--- config.mk ---
export PLATFORM = sky130hd
export DESIGN_NAME = dual_rotary_encoder_keypad_unit
export DESIGN_NICKNAME = d
export VERILOG_FILES = /design/src/design/drek_pkg.sv /design/src/design/drek_knob_lane.sv /design/src/design/drek_push_lane.sv /design/src/design/drek_report_merge.sv /design/src/design/dual_rotary_encoder_keypad_unit.sv
export SDC_FILE = /design/constraint.sdc
export NUM_CORES = 1
export LEC_CHECK = 0
export ABC_AREA = 0
export CAP_MARGIN = 20
export CELL_PAD_IN_SITES_DETAIL_PLACEMENT = 1
export CELL_PAD_IN_SITES_GLOBAL_PLACEMENT = 1
export CORE_ASPECT_RATIO = 0.8
export CORE_UTILIZATION = 45
export DETAILED_ROUTE_END_ITERATION = 10
export DONT_BUFFER_PORTS = 1
export PLACE_DENSITY = 0.78
export SETUP_SLACK_MARGIN = 0.05
export SLEW_MARGIN = 30
export SYNTH_ARGS = -nofsm -noshare
export SYNTH_HDL_FRONTEND = slang
export SYNTH_SLANG_ARGS = --single-unit
export TNS_END_PERCENT = 1
--- constraint.sdc ---
create_clock -name clk -period 4.3 [get_ports clk]
set_input_delay 0.215 -clock clk [delete_from_list [all_inputs] [get_ports clk]]
set_output_delay 0.215 -clock clk [all_outputs]
set_load 0.1 [all_outputs]
--- src/design/drek_pkg.sv ---
// Shared types, codes and constants of the dual rotary encoder keypad unit.
package drek_pkg;

  // Configuration port widths and register indexes
  localparam int CFG_INDEX_W = 4;
  localparam int CFG_DATA_W  = 16;
  localparam logic [CFG_INDEX_W-1:0] REG_CONTACT_DEBOUNCE = 4'd0;
  localparam logic [CFG_INDEX_W-1:0] REG_BUTTON_DEBOUNCE  = 4'd1;
  localparam logic [CFG_DATA_W-1:0]  CONTACT_DEBOUNCE_RESET = 16'd1000;
  localparam logic [CFG_DATA_W-1:0]  BUTTON_DEBOUNCE_RESET  = 16'd5000;

  // Stream widths
  localparam int IN_DATA_W  = 16;
  localparam int OUT_DATA_W = 16;
  localparam int NUM_KNOBS  = 4;
  localparam int NUM_PUSH   = 2;

  // HID codes
  localparam logic [7:0] KEY_NONE        = 8'h00;
  localparam logic [7:0] KEY_MAIN_LEFT   = 8'h04;
  localparam logic [7:0] KEY_MAIN_RIGHT  = 8'h05;
  localparam logic [7:0] KEY_BUTTON      = 8'h06;
  localparam logic [7:0] KEY_SEC_LEFT    = 8'h07;
  localparam logic [7:0] KEY_SEC_RIGHT   = 8'h08;
  localparam logic [7:0] MOD_NONE        = 8'h00;
  localparam logic [7:0] MOD_ENCODER1    = 8'h02;

  // Latched knob click
  typedef enum logic [1:0] {
    PEND_NONE  = 2'd0,
    PEND_LEFT  = 2'd1,
    PEND_RIGHT = 2'd2
  } knob_pend_t;

  // Knob decoder phase
  typedef enum logic [4:0] {
    KNOB_IDLE  = 5'b00001,
    KNOB_DEB0  = 5'b00010,
    KNOB_WAIT1 = 5'b00100,
    KNOB_DEB1  = 5'b01000,
    KNOB_WAIT0 = 5'b10000
  } knob_phase_t;

  // Push button debounce phase
  typedef enum logic [1:0] {
    PUSH_IDLE = 2'b01,
    PUSH_DEB  = 2'b10
  } push_phase_t;

  // Pending events of all lanes after the current tick
  typedef struct packed {
    knob_pend_t [NUM_KNOBS-1:0] knob;
    logic [NUM_PUSH-1:0]        push;
  } pend_set_t;

endpackage

--- src/design/drek_knob_lane.sv ---
// One quadrature knob lane: contact levels, debounce timer and click latch.
module drek_knob_lane #(
  parameter int TIMER_BITS = 16
) (
  input  logic                       clk,
  input  logic                       rst,
  input  logic                       adv,
  input  logic                       prime,
  input  logic                       clr,
  input  logic                       c0,
  input  logic                       c1,
  input  logic [TIMER_BITS-1:0]      load,
  output drek_pkg::knob_pend_t       pend_next
);

  drek_pkg::knob_phase_t phase, phase_next;
  logic [TIMER_BITS-1:0] timer, timer_next;
  drek_pkg::knob_pend_t  pend;
  logic                  lvl0, lvl1, lvl0_next, lvl1_next;
  logic                  lv0, lv1;

  // Take the first sample as the reference levels
  assign lv0 = prime ? c0 : lvl0;
  assign lv1 = prime ? c1 : lvl1;

  // Advance the decoder by one tick
  always_comb begin
    phase_next = phase;
    timer_next = timer;
    pend_next  = pend;
    lvl0_next  = lv0;
    lvl1_next  = lv1;
    case (phase)
      drek_pkg::KNOB_IDLE: begin
        if (c0 != lv0) begin
          phase_next = drek_pkg::KNOB_DEB0;
          timer_next = load;
        end else if (c1 != lv1) begin
          phase_next = drek_pkg::KNOB_DEB1;
          timer_next = load;
        end
      end
      drek_pkg::KNOB_DEB0: begin
        if (timer != '0) begin
          timer_next = timer - TIMER_BITS'(1);
        end else if (c0 != lv0) begin
          lvl0_next  = c0;
          phase_next = drek_pkg::KNOB_WAIT1;
        end else begin
          phase_next = drek_pkg::KNOB_IDLE;
        end
      end
      drek_pkg::KNOB_WAIT1: begin
        if (c1 != lv1) begin
          lvl1_next  = c1;
          pend_next  = drek_pkg::PEND_LEFT;
          phase_next = drek_pkg::KNOB_IDLE;
        end
      end
      drek_pkg::KNOB_DEB1: begin
        if (timer != '0) begin
          timer_next = timer - TIMER_BITS'(1);
        end else if (c1 != lv1) begin
          lvl1_next  = c1;
          phase_next = drek_pkg::KNOB_WAIT0;
        end else begin
          phase_next = drek_pkg::KNOB_IDLE;
        end
      end
      drek_pkg::KNOB_WAIT0: begin
        if (c0 != lv0) begin
          lvl0_next  = c0;
          pend_next  = drek_pkg::PEND_RIGHT;
          phase_next = drek_pkg::KNOB_IDLE;
        end
      end
      default: begin
        phase_next = drek_pkg::KNOB_IDLE;
      end
    endcase
  end

  // Control state
  always_ff @(posedge clk) begin
    if (rst) begin
      phase <= drek_pkg::KNOB_IDLE;
      timer <= '0;
      pend  <= drek_pkg::PEND_NONE;
    end else if (adv) begin
      phase <= phase_next;
      timer <= timer_next;
      pend  <= clr ? drek_pkg::PEND_NONE : pend_next;
    end
  end

  // Contact levels, valid once primed
  always_ff @(posedge clk) begin
    if (adv) begin
      lvl0 <= lvl0_next;
      lvl1 <= lvl1_next;
    end
  end

endmodule

--- src/design/drek_push_lane.sv ---
// One push button lane: debounce timer and press latch.
module drek_push_lane #(
  parameter int TIMER_BITS = 16
) (
  input  logic                  clk,
  input  logic                  rst,
  input  logic                  adv,
  input  logic                  clr,
  input  logic                  level,
  input  logic [TIMER_BITS-1:0] load,
  output logic                  pend_next
);

  drek_pkg::push_phase_t phase, phase_next;
  logic [TIMER_BITS-1:0] timer, timer_next;
  logic                  pend;

  // Advance the debounce by one tick
  always_comb begin
    phase_next = phase;
    timer_next = timer;
    pend_next  = pend;
    case (phase)
      drek_pkg::PUSH_IDLE: begin
        if (level) begin
          phase_next = drek_pkg::PUSH_DEB;
          timer_next = load;
        end
      end
      drek_pkg::PUSH_DEB: begin
        if (timer != '0) begin
          timer_next = timer - TIMER_BITS'(1);
        end else begin
          if (level) begin
            pend_next = 1'b1;
          end
          phase_next = drek_pkg::PUSH_IDLE;
        end
      end
      default: begin
        phase_next = drek_pkg::PUSH_IDLE;
      end
    endcase
  end

  always_ff @(posedge clk) begin
    if (rst) begin
      phase <= drek_pkg::PUSH_IDLE;
      timer <= '0;
      pend  <= 1'b0;
    end else if (adv) begin
      phase <= phase_next;
      timer <= timer_next;
      pend  <= clr ? 1'b0 : pend_next;
    end
  end

endmodule

--- src/design/drek_report_merge.sv ---
// Merge stage: picks the HID modifier and key from the pending events of all lanes.
module drek_report_merge (
  input  drek_pkg::pend_set_t pend,
  output logic [7:0]          modifier,
  output logic [7:0]          keycode
);

  logic [7:0] key [drek_pkg::NUM_PUSH];
  logic       any [drek_pkg::NUM_PUSH];

  // Per encoder: button over secondary knob over main knob
  always_comb begin
    for (int e = 0; e < drek_pkg::NUM_PUSH; e++) begin
      key[e] = drek_pkg::KEY_NONE;
      any[e] = 1'b1;
      if (pend.push[e]) begin
        key[e] = drek_pkg::KEY_BUTTON;
      end else if (pend.knob[2*e+1] == drek_pkg::PEND_RIGHT) begin
        key[e] = drek_pkg::KEY_SEC_RIGHT;
      end else if (pend.knob[2*e+1] == drek_pkg::PEND_LEFT) begin
        key[e] = drek_pkg::KEY_SEC_LEFT;
      end else if (pend.knob[2*e] == drek_pkg::PEND_RIGHT) begin
        key[e] = drek_pkg::KEY_MAIN_RIGHT;
      end else if (pend.knob[2*e] == drek_pkg::PEND_LEFT) begin
        key[e] = drek_pkg::KEY_MAIN_LEFT;
      end else begin
        any[e] = 1'b0;
      end
    end
  end

  // Encoder 2 wins the key; modifier flags any encoder 1 event
  assign keycode  = any[1] ? key[1] : key[0];
  assign modifier = any[0] ? drek_pkg::MOD_ENCODER1 : drek_pkg::MOD_NONE;

endmodule

--- src/design/dual_rotary_encoder_keypad_unit.sv ---
// Top level of the dual rotary encoder keypad unit: lanes, merge and output register.
// Each input item is one sample tick of both encoders' pins; four knob lanes and two
// button lanes update side by side in the cycle the item is accepted, and the merge
// stage forms the report, which is registered on the output. One item is taken per
// clock unless stalled; an item with report_ready set yields one result item on the
// next cycle. The output register holds one result, so a stalled output also stalls
// the input. Debounce waits of D ticks recheck the contact D+1 ticks after a change;
// values above the timer range saturate. There is no clearing pass after reset.
module dual_rotary_encoder_keypad_unit #(
  parameter int TIMER_BITS = 16
) (
  input  logic                                clk,
  input  logic                                rst,
  // Sample items
  input  logic                                s_tvalid,
  output logic                                s_tready,
  // [0] e1_knob1_contact0 [1] e1_knob1_contact1 [2] e1_knob2_contact0
  // [3] e1_knob2_contact1 [4] e1_push [5] e2_knob1_contact0 [6] e2_knob1_contact1
  // [7] e2_knob2_contact0 [8] e2_knob2_contact1 [9] e2_push [10] report_ready
  input  logic [drek_pkg::IN_DATA_W-1:0]      s_tdata,
  // Report items
  output logic                                m_tvalid,
  input  logic                                m_tready,
  // [7:0] modifier [15:8] keycode
  output logic [drek_pkg::OUT_DATA_W-1:0]     m_tdata,
  // Configuration writes
  input  logic                                cfg_valid,
  output logic                                cfg_ready,
  input  logic [drek_pkg::CFG_INDEX_W-1:0]    cfg_index,
  input  logic [drek_pkg::CFG_DATA_W-1:0]     cfg_data
);

  localparam logic [31:0] TIMER_MAX = 32'((64'd1 << TIMER_BITS) - 64'd1);

  logic [drek_pkg::CFG_DATA_W-1:0] contact_debounce, button_debounce;
  logic [TIMER_BITS-1:0]           contact_load, button_load;
  logic                            primed, adv, report;
  logic [7:0]                      modifier, keycode;
  drek_pkg::pend_set_t             pend_next;
  logic [7:0]                      knob_c;

  assign cfg_ready = 1'b1;
  assign s_tready  = !m_tvalid || m_tready;
  assign adv       = s_tvalid && s_tready;
  assign report    = s_tdata[10];

  // Configuration registers
  always_ff @(posedge clk) begin
    if (rst) begin
      contact_debounce <= drek_pkg::CONTACT_DEBOUNCE_RESET;
      button_debounce  <= drek_pkg::BUTTON_DEBOUNCE_RESET;
    end else if (cfg_valid && cfg_ready) begin
      if (cfg_index == drek_pkg::REG_CONTACT_DEBOUNCE) begin
        contact_debounce <= cfg_data;
      end else if (cfg_index == drek_pkg::REG_BUTTON_DEBOUNCE) begin
        button_debounce <= cfg_data;
      end
    end
  end

  // Saturate the timer load values to the timer range
  assign contact_load = (32'(contact_debounce) > TIMER_MAX) ?
                        TIMER_BITS'(TIMER_MAX) : TIMER_BITS'(32'(contact_debounce));
  assign button_load  = (32'(button_debounce) > TIMER_MAX) ?
                        TIMER_BITS'(TIMER_MAX) : TIMER_BITS'(32'(button_debounce));

  // Capture contact levels from the first sample
  always_ff @(posedge clk) begin
    if (rst) begin
      primed <= 1'b0;
    end else if (adv) begin
      primed <= 1'b1;
    end
  end

  // Contacts in knob order: e1 main, e1 secondary, e2 main, e2 secondary
  assign knob_c = {s_tdata[8:5], s_tdata[3:0]};

  for (genvar k = 0; k < drek_pkg::NUM_KNOBS; k++) begin : g_knob
    drek_knob_lane #(.TIMER_BITS(TIMER_BITS)) u_knob (
      .clk       (clk),
      .rst       (rst),
      .adv       (adv),
      .prime     (!primed),
      .clr       (report),
      .c0        (knob_c[2*k]),
      .c1        (knob_c[2*k+1]),
      .load      (contact_load),
      .pend_next (pend_next.knob[k])
    );
  end

  for (genvar b = 0; b < drek_pkg::NUM_PUSH; b++) begin : g_push
    drek_push_lane #(.TIMER_BITS(TIMER_BITS)) u_push (
      .clk       (clk),
      .rst       (rst),
      .adv       (adv),
      .clr       (report),
      .level     (s_tdata[5*b+4]),
      .load      (button_load),
      .pend_next (pend_next.push[b])
    );
  end

  drek_report_merge u_merge (
    .pend     (pend_next),
    .modifier (modifier),
    .keycode  (keycode)
  );

  // Output register
  always_ff @(posedge clk) begin
    if (rst) begin
      m_tvalid <= 1'b0;
    end else if (adv) begin
      m_tvalid <= report;
    end else if (m_tready) begin
      m_tvalid <= 1'b0;
    end
  end

  always_ff @(posedge clk) begin
    if (adv && report) begin
      m_tdata <= {keycode, modifier};
    end
  end

endmodule

# ---- After elaboration in Yosys (flattened, before gate mapping)
# Index checks and enable logic that the tools add are counted.
# W data, S select, Z words.
dict set report word_totals {
  regBits 188
  out_inout_bits 19
}
dict set report op_classes {
  add_sub_neg 6
  eq_ne 71
  mux 144
  n_bitwise 1
  reduce_logical 36
}
# operator n
set op_table {}
lappend op_table {{$mux W16} 16}
lappend op_table {{$pmux W16 S2} 6}
lappend op_table {{$mux W5} 28}
lappend op_table {{$pmux W5 S5} 4}
lappend op_table {{$reduce_bool A16 Y1} 6}
lappend op_table {{$sub A16 B1 Y16 const B} 6}
lappend op_table {{$mux W8} 9}
lappend op_table {{$mux W1} 44}
lappend op_table {{$mux W2} 17}
lappend op_table {{$ne A2 B1 Y1 const B} 14}
lappend op_table {{$ne A2 B2 Y1 const B} 12}
lappend op_table {{$pmux W2 S2} 6}
lappend op_table {{$reduce_and A4 Y1} 6}
lappend op_table {{$reduce_and A6 Y1} 4}
lappend op_table {{$eq A5 B1 Y1 const B} 4}
lappend op_table {{$eq A5 B2 Y1 const B} 4}
lappend op_table {{$eq A5 B3 Y1 const B} 4}
lappend op_table {{$eq A5 B4 Y1 const B} 4}
lappend op_table {{$eq A5 B5 Y1 const B} 4}
lappend op_table {{$mux W3} 6}
lappend op_table {{$pmux W1 S2} 8}
lappend op_table {{$reduce_bool A2 Y1} 7}
lappend op_table {{$eq A2 B1 Y1 const B} 6}
lappend op_table {{$eq A2 B2 Y1 const B} 6}
lappend op_table {{11 further kinds} 27}

# ---- Longest topological paths before layout
dict set report logic_depth {
  word_depth 11
  mapped_depth 12
  depth_no_buf 11
}

# ---- Modules after synthesis
# Synthesis repeated with hierarchy kept, for this count alone.
dict set report unflattened {
  cells_unflattened 1398
  area_unflattened_um2 11393.4
}
# module instances cells_per_inst area_per_inst_um2
set by_module_without_submodules {}
lappend by_module_without_submodules {{drek_knob_lane (g_knob[0].u_knob ...)} 3 221 1704.1}
lappend by_module_without_submodules {drek_push_lane 2 161 1182.4}
lappend by_module_without_submodules {dual_rotary_encoder_keypad_unit 1 158 1906.8}
lappend by_module_without_submodules {{drek_knob_lane (g_knob[3].u_knob)} 1 218 1741.7}
lappend by_module_without_submodules {drek_report_merge 1 37 267.8}

# ---- Worst setup path after synthesis
# No wires, ideal clock.
dict set report synth_timing {
  path_kind {reg2reg}
  start {reg m_tvalid}
  end {reg g_knob[0].u_knob.timer[7]}
  arrival_time_ns 3.554
  required_time_ns 4.230
  setup_slack_ns 0.676
  path_stages_with_launch 10
  synth_period_minus_slack_ns 3.624
  path_cell_list {dfxtp_1 nor2b_1 clkbuf_1 clkinv_1 nand2_1 clkinv_1 o211ai_1 clkbuf_1 o21ai_0 a21oi_1}
}
dict set report synth_via {
  elab_chain_len 4
}
# item line
set synth_rtl {}
lappend synth_rtl {{start: declaration} dual_rotary_encoder_keypad_unit.sv:22} ;# output logic m_tvalid,
lappend synth_rtl {{start signal: assignment} dual_rotary_encoder_keypad_unit.sv:116} ;# m_tvalid <= report;
lappend synth_rtl {{$logic_not A1 Y1} dual_rotary_encoder_keypad_unit.sv:43} ;# assign s_tready = !m_tvalid || m_tready;
lappend synth_rtl {{$logic_or A1 B1 Y1} dual_rotary_encoder_keypad_unit.sv:43}
lappend synth_rtl {{named net s_tready} dual_rotary_encoder_keypad_unit.sv:16} ;# output logic s_tready,
lappend synth_rtl {{$logic_and A1 B1 Y1} dual_rotary_encoder_keypad_unit.sv:44} ;# assign adv = s_tvalid && s_tready;
lappend synth_rtl {{$reduce_and A4 Y1 (no source line)} n/a}
lappend synth_rtl {{end signal: assignment} drek_knob_lane.sv:91} ;# timer <= timer_next;
lappend synth_rtl {{end: declaration} drek_knob_lane.sv:17} ;# logic [TIMER_BITS-1:0] timer, timer_next;
# The timed path passes the listed nets, and every way through them passes these cells.
# A chain may end at the register's enable or synchronous reset.

# ---- Worst setup path in the final report
dict set report layout_timing {
  start {reg primed}
  end {reg m_tdata[8] (netlist name) (data pin)}
}
dict set report layout_via {
  elab_chain_len 11
  word_cells_on_any_way 49
  cone_classes {eq/ne (15); mux (34)}
}
# item line
set layout_rtl {}
lappend layout_rtl {{start: declaration} dual_rotary_encoder_keypad_unit.sv:37} ;# logic primed, adv, report;
lappend layout_rtl {{start signal: assignment} dual_rotary_encoder_keypad_unit.sv:70} ;# primed <= 1'b0;
lappend layout_rtl {{start signal: assignment} dual_rotary_encoder_keypad_unit.sv:72} ;# primed <= 1'b1;
lappend layout_rtl {{$mux W1, on equally long branches} {drek_knob_lane.sv:23, drek_knob_lane.sv:24}}
lappend layout_rtl {{$ne A1 B1 Y1, on equally long branches} {drek_knob_lane.sv:71, drek_knob_lane.sv:54}}
lappend layout_rtl {{$mux W2, on equally long branches} {drek_knob_lane.sv:71, drek_knob_lane.sv:54}}
lappend layout_rtl {{$pmux W2 S2} drek_knob_lane.sv:33} ;# case (phase)
lappend layout_rtl {{$eq A2 B1 Y1} drek_report_merge.sv:24} ;# end else if (pend.knob[2*e] == drek_pkg::PEND_LEFT) begin
lappend layout_rtl {{$mux W1} drek_report_merge.sv:24}
lappend layout_rtl {{$mux W1} drek_report_merge.sv:22} ;# end else if (pend.knob[2*e] == drek_pkg::PEND_RIGHT) begin
lappend layout_rtl {{$mux W1} drek_report_merge.sv:20} ;# end else if (pend.knob[2*e+1] == drek_pkg::PEND_LEFT) begin
lappend layout_rtl {{$mux W1} drek_report_merge.sv:18} ;# end else if (pend.knob[2*e+1] == drek_pkg::PEND_RIGHT) begin
lappend layout_rtl {{$mux W1} drek_report_merge.sv:16} ;# if (pend.push[e]) begin
lappend layout_rtl {{$mux W8 (*)} drek_report_merge.sv:33} ;# assign keycode = any[1] ? key[1] : key[0];
lappend layout_rtl {{named net keycode[0]} dual_rotary_encoder_keypad_unit.sv:38} ;# logic [7:0] modifier, keycode;
lappend layout_rtl {{end signal: assignment} dual_rotary_encoder_keypad_unit.sv:124} ;# m_tdata <= {keycode, modifier};
lappend layout_rtl {{end: declaration} dual_rotary_encoder_keypad_unit.sv:25} ;# output logic [drek_pkg::OUT_DATA_W-1:0] m_tdata,
# The timed path passes the listed nets; every way through them passes the cells marked *.

==> metrics.md <==
| Metric | Value |
|---|---|
| Status | finished, final reports clean |
| WP depth | 10 |
| Worst Hold Path Cells | 2 |
| Worst reg2reg path startpoint | primed |
| Largest net degree at the start of global routing | 135 |
| Fraction of registers with async set/reset | 0 |
| TritonCTS clock tree | yes |
| RSZ-0062 raised after global routing | false |
| Slew Viols, Final | 0 |
| Crit path cell chain | mux2_2, inv_1, ha_1, nor4b_1, o22a_1, ha_1, inv_1, a311o_1, or3_1, a21oi_1 |
| Die ar. | 24460 um^2 |
| Tightest Pin Transition | 0.8960 ns |
| RePlAce Congestion | 0.8526 |
| CP required | 4.58 ns |
| CTS buffer count | 17 |
| Met1 Use GR | 0.3940 |
| CP Launch Point | primed |
| DP Cell Count | 1651 |
| Data arrival time of the critical path | 3.69 ns |
| Die span in y | 140.1 um |
| Clock Skew | 0.01279 ns |
| Synth Cell Area | 10720 um^2 |
| Crit share post-route | 0.7918 |
| Clock transition at path regs | 0.07 ns |
| Die width | 174.6 um |
| GR Util All Layers | 0.2788 |
| Commonest cells after routing, fill and taps aside | a21oi_1, nand2_1, dfxtp_1 |
| Ys Warns | 0 |
| Met2 Use GR | 0.4443 |
| H-tree levels | 4 |
| Max-cap viol count | 0 |
| HPWL Detailed | 22.79 mm |
| Port Buffer Count | 0 |
| Worst path top cell family by delay | compound AO/OA/AOI/OAI gates |
| Largest stage delay, worst path | 0.72 ns |
| First-pass GRT wire length | 55.23 mm |
| DRT antenna net count | 0 |
| GR peak layer | met2 |
| Crit. End Element | flop |
| Initial Util | 0.4583 |
| Worst relative slew slack | 0.4039 |
| Final hold slack | 0.02795 ns |
| Post-synthesis register bit count | 177 |
| Clk buf depth | 2 |
| First DRT Iteration DRCs | 644 |
| Post-synthesis sequential area ratio | 0.3426 |
| Fillers | 2887 |
| Crit path max fanout | 10 |
| Initial antenna violation count | 1 |
| Clock root buffer | clkbuf_16 |
| Area delta synth->final | 9.637% |
| Post-Syn Instances | 1410 |
| Hold Buf Count CTS | 26 |
| Resized cells post-CTS | 0 |
| CTS sink cnt | 177 |
| Crit path launch type | flop |
| Post-layout minimum cycle time | 3.405 ns |
| Vias per std cell | 6.240 |
| Cell at the slowest stage of the critical path | dfxtp_1 |
| Avg WL per Cell | 19.81 um |
| Final WL | 33.87 mm |
| Core area | 23400 um^2 |
| Cell Pwr Density | 412.5 nW/um^2 |
| EDFF count, synth | 13 |
| Drt drc | 0 |
| Hold path start | rst |
| Worst Path Class, Setup | reg2reg |
| Nets | 1451 |
| Final setup viols | 0 |
| Total gr overflow | 0 |
| Buffers & Inverters on Critical Path | 2 |
| First-pass DRT Iterations | 6 |
| Share of layout cells above drive strength 1 | 0.06872 |
| Clk Latency, worst-skew pair | 0.45 ns |
| Peak VDD IR | 0.3052 mV |
| Synth cell types | 80 |
| Mean post-synth cell area | 7.606 um^2 |
| Site Rows | 50 |
| Ports | 60 |
| P_leak | 0.004448 uW |
| Hold Vio Cnt, Final | 0 |
| Setup bufs post-CTS | 0 |
| Vias in the first global route | 10.39k |
| Commonest non-fill, non-tap cell in the layout | a21oi_1 |
| Worst hold path class | in2reg |
| Setup TNS Final | 0 ns |
| Max Clk Rate | 0.2937 GHz |
| Met3 Track Usage GR | 0.04099 |
| Primary FF master, synth | dfxtp_1 |
| Total number of vias | 10.67k |
| R2R depth | 10 |
| Non-Filler Instances | 1710 |
## logic make-up (layout without fill, tap and decap cells)
family / after synthesis / after routing / synth area share
buf+inv: 142 / 119 / 0.05705
compound gates: 444 / 444 / 0.2582
other cells: 2 / 13 / 0.0007003
simple gates: 576 / 576 / 0.2707
xor+xnor: 5 / 5 / 0.004083
mux: 36 / 36 / 0.03454
fa+ha+maj: 28 / 28 / 0.03220
flops: 177 / 177 / 0.3426
## stage by stage
stage               setup WS, ns  cell area (um^2)    util  total power [uW]
floorplan                 0.6757             10760       -              2948
global placement           1.046             10860  0.4642              3194
detailed placement        0.9880             10880  0.4650              3247
CTS                       0.9545             11730  0.5013              4855
global route              0.6976             11760  0.5025              5095
finish                    0.8954             11760  0.5025              4850
## routing by layer
metal | routed length [um] | up-vias
met2 | 15350 | 216
met4 | 396 | 0
li1 | - | 5117
met3 | 1586 | 33
met5 | 0 | -
met1 | 16530 | 5305
## worst paths after layout
check / endpoint / slack [ns]
worst max register to register: m_tdata[8] / 0.90
worst max-delay path: m_tdata[8] / 0.90
worst min register to register: g_knob[0].u_knob.pend[0] / 0.46
worst min-delay path: g_knob[2].u_knob.phase[3] / 0.03
## flip-flops by register name (all words and copies together), names as in the netlist, 5 cells and up
register,cells
button_debounce,16
contact_debounce,16
g_knob.u_knob.pend,8
g_knob.u_knob.phase,20
g_knob.u_knob.timer,64
g_push.u_push.timer,32
m_tdata,5
## synth_stat cells (all sizes together), types with 5 or more instances
| master | n | share of area |
|---|---|---|
| a31o | 5 | 0.0041 |
| o21ai | 98 | 0.047 |
| or3 | 31 | 0.018 |
| mux2i | 28 | 0.026 |
| a21o | 38 | 0.027 |
| a22oi | 5 | 0.0040 |
| nand3 | 40 | 0.019 |
| and3 | 7 | 0.0041 |
| nand4 | 13 | 0.0076 |
| clkbuf | 80 | 0.028 |
| dfxtp | 164 | 0.31 |
| nand3b | 11 | 0.0077 |
| a31oi | 12 | 0.0070 |
| o21a | 11 | 0.0077 |
| a21oi | 175 | 0.082 |
| inv | 34 | 0.012 |
| nor2b | 13 | 0.0076 |
| ha | 26 | 0.030 |
| o311ai | 6 | 0.0049 |
| nand2 | 170 | 0.060 |
| or2 | 6 | 0.0035 |
| nand2b | 15 | 0.0088 |
| a211o | 7 | 0.0057 |
| and2 | 8 | 0.0047 |
| a211oi | 5 | 0.0035 |
| or4 | 24 | 0.018 |
| nor2 | 117 | 0.041 |
| mux2 | 8 | 0.0084 |
| nor4 | 24 | 0.015 |
| nor3 | 65 | 0.031 |
| o31ai | 14 | 0.0098 |
| o211ai | 10 | 0.0075 |
| nor3b | 11 | 0.0077 |
| o32ai | 28 | 0.023 |
| buf | 26 | 0.016 |
| edfxtp | 13 | 0.036 |
## area by class of cell
class,instances,area [um^2],area share
diodes,1,2.502,0.0002128
clock buffers,22,474.2,0.04033
clock inverters,10,98.84,0.008407
inverters,36,135.1,0.01149
multi-input cells,1101,6520,0.5545
flip-flops and latches,177,3674,0.3124
well taps,312,390.4,0.03320
repair buffers,51,462.9,0.03937
## report_power, final
part           switching [uW]  leakage (uW)  internal [uW]
sequential                143       0.00146           1770
combinational             923       0.00271            457
clock                     712      0.000278            850
total                    1780       0.00445           3070
Power figures use the tool's default switching activity.
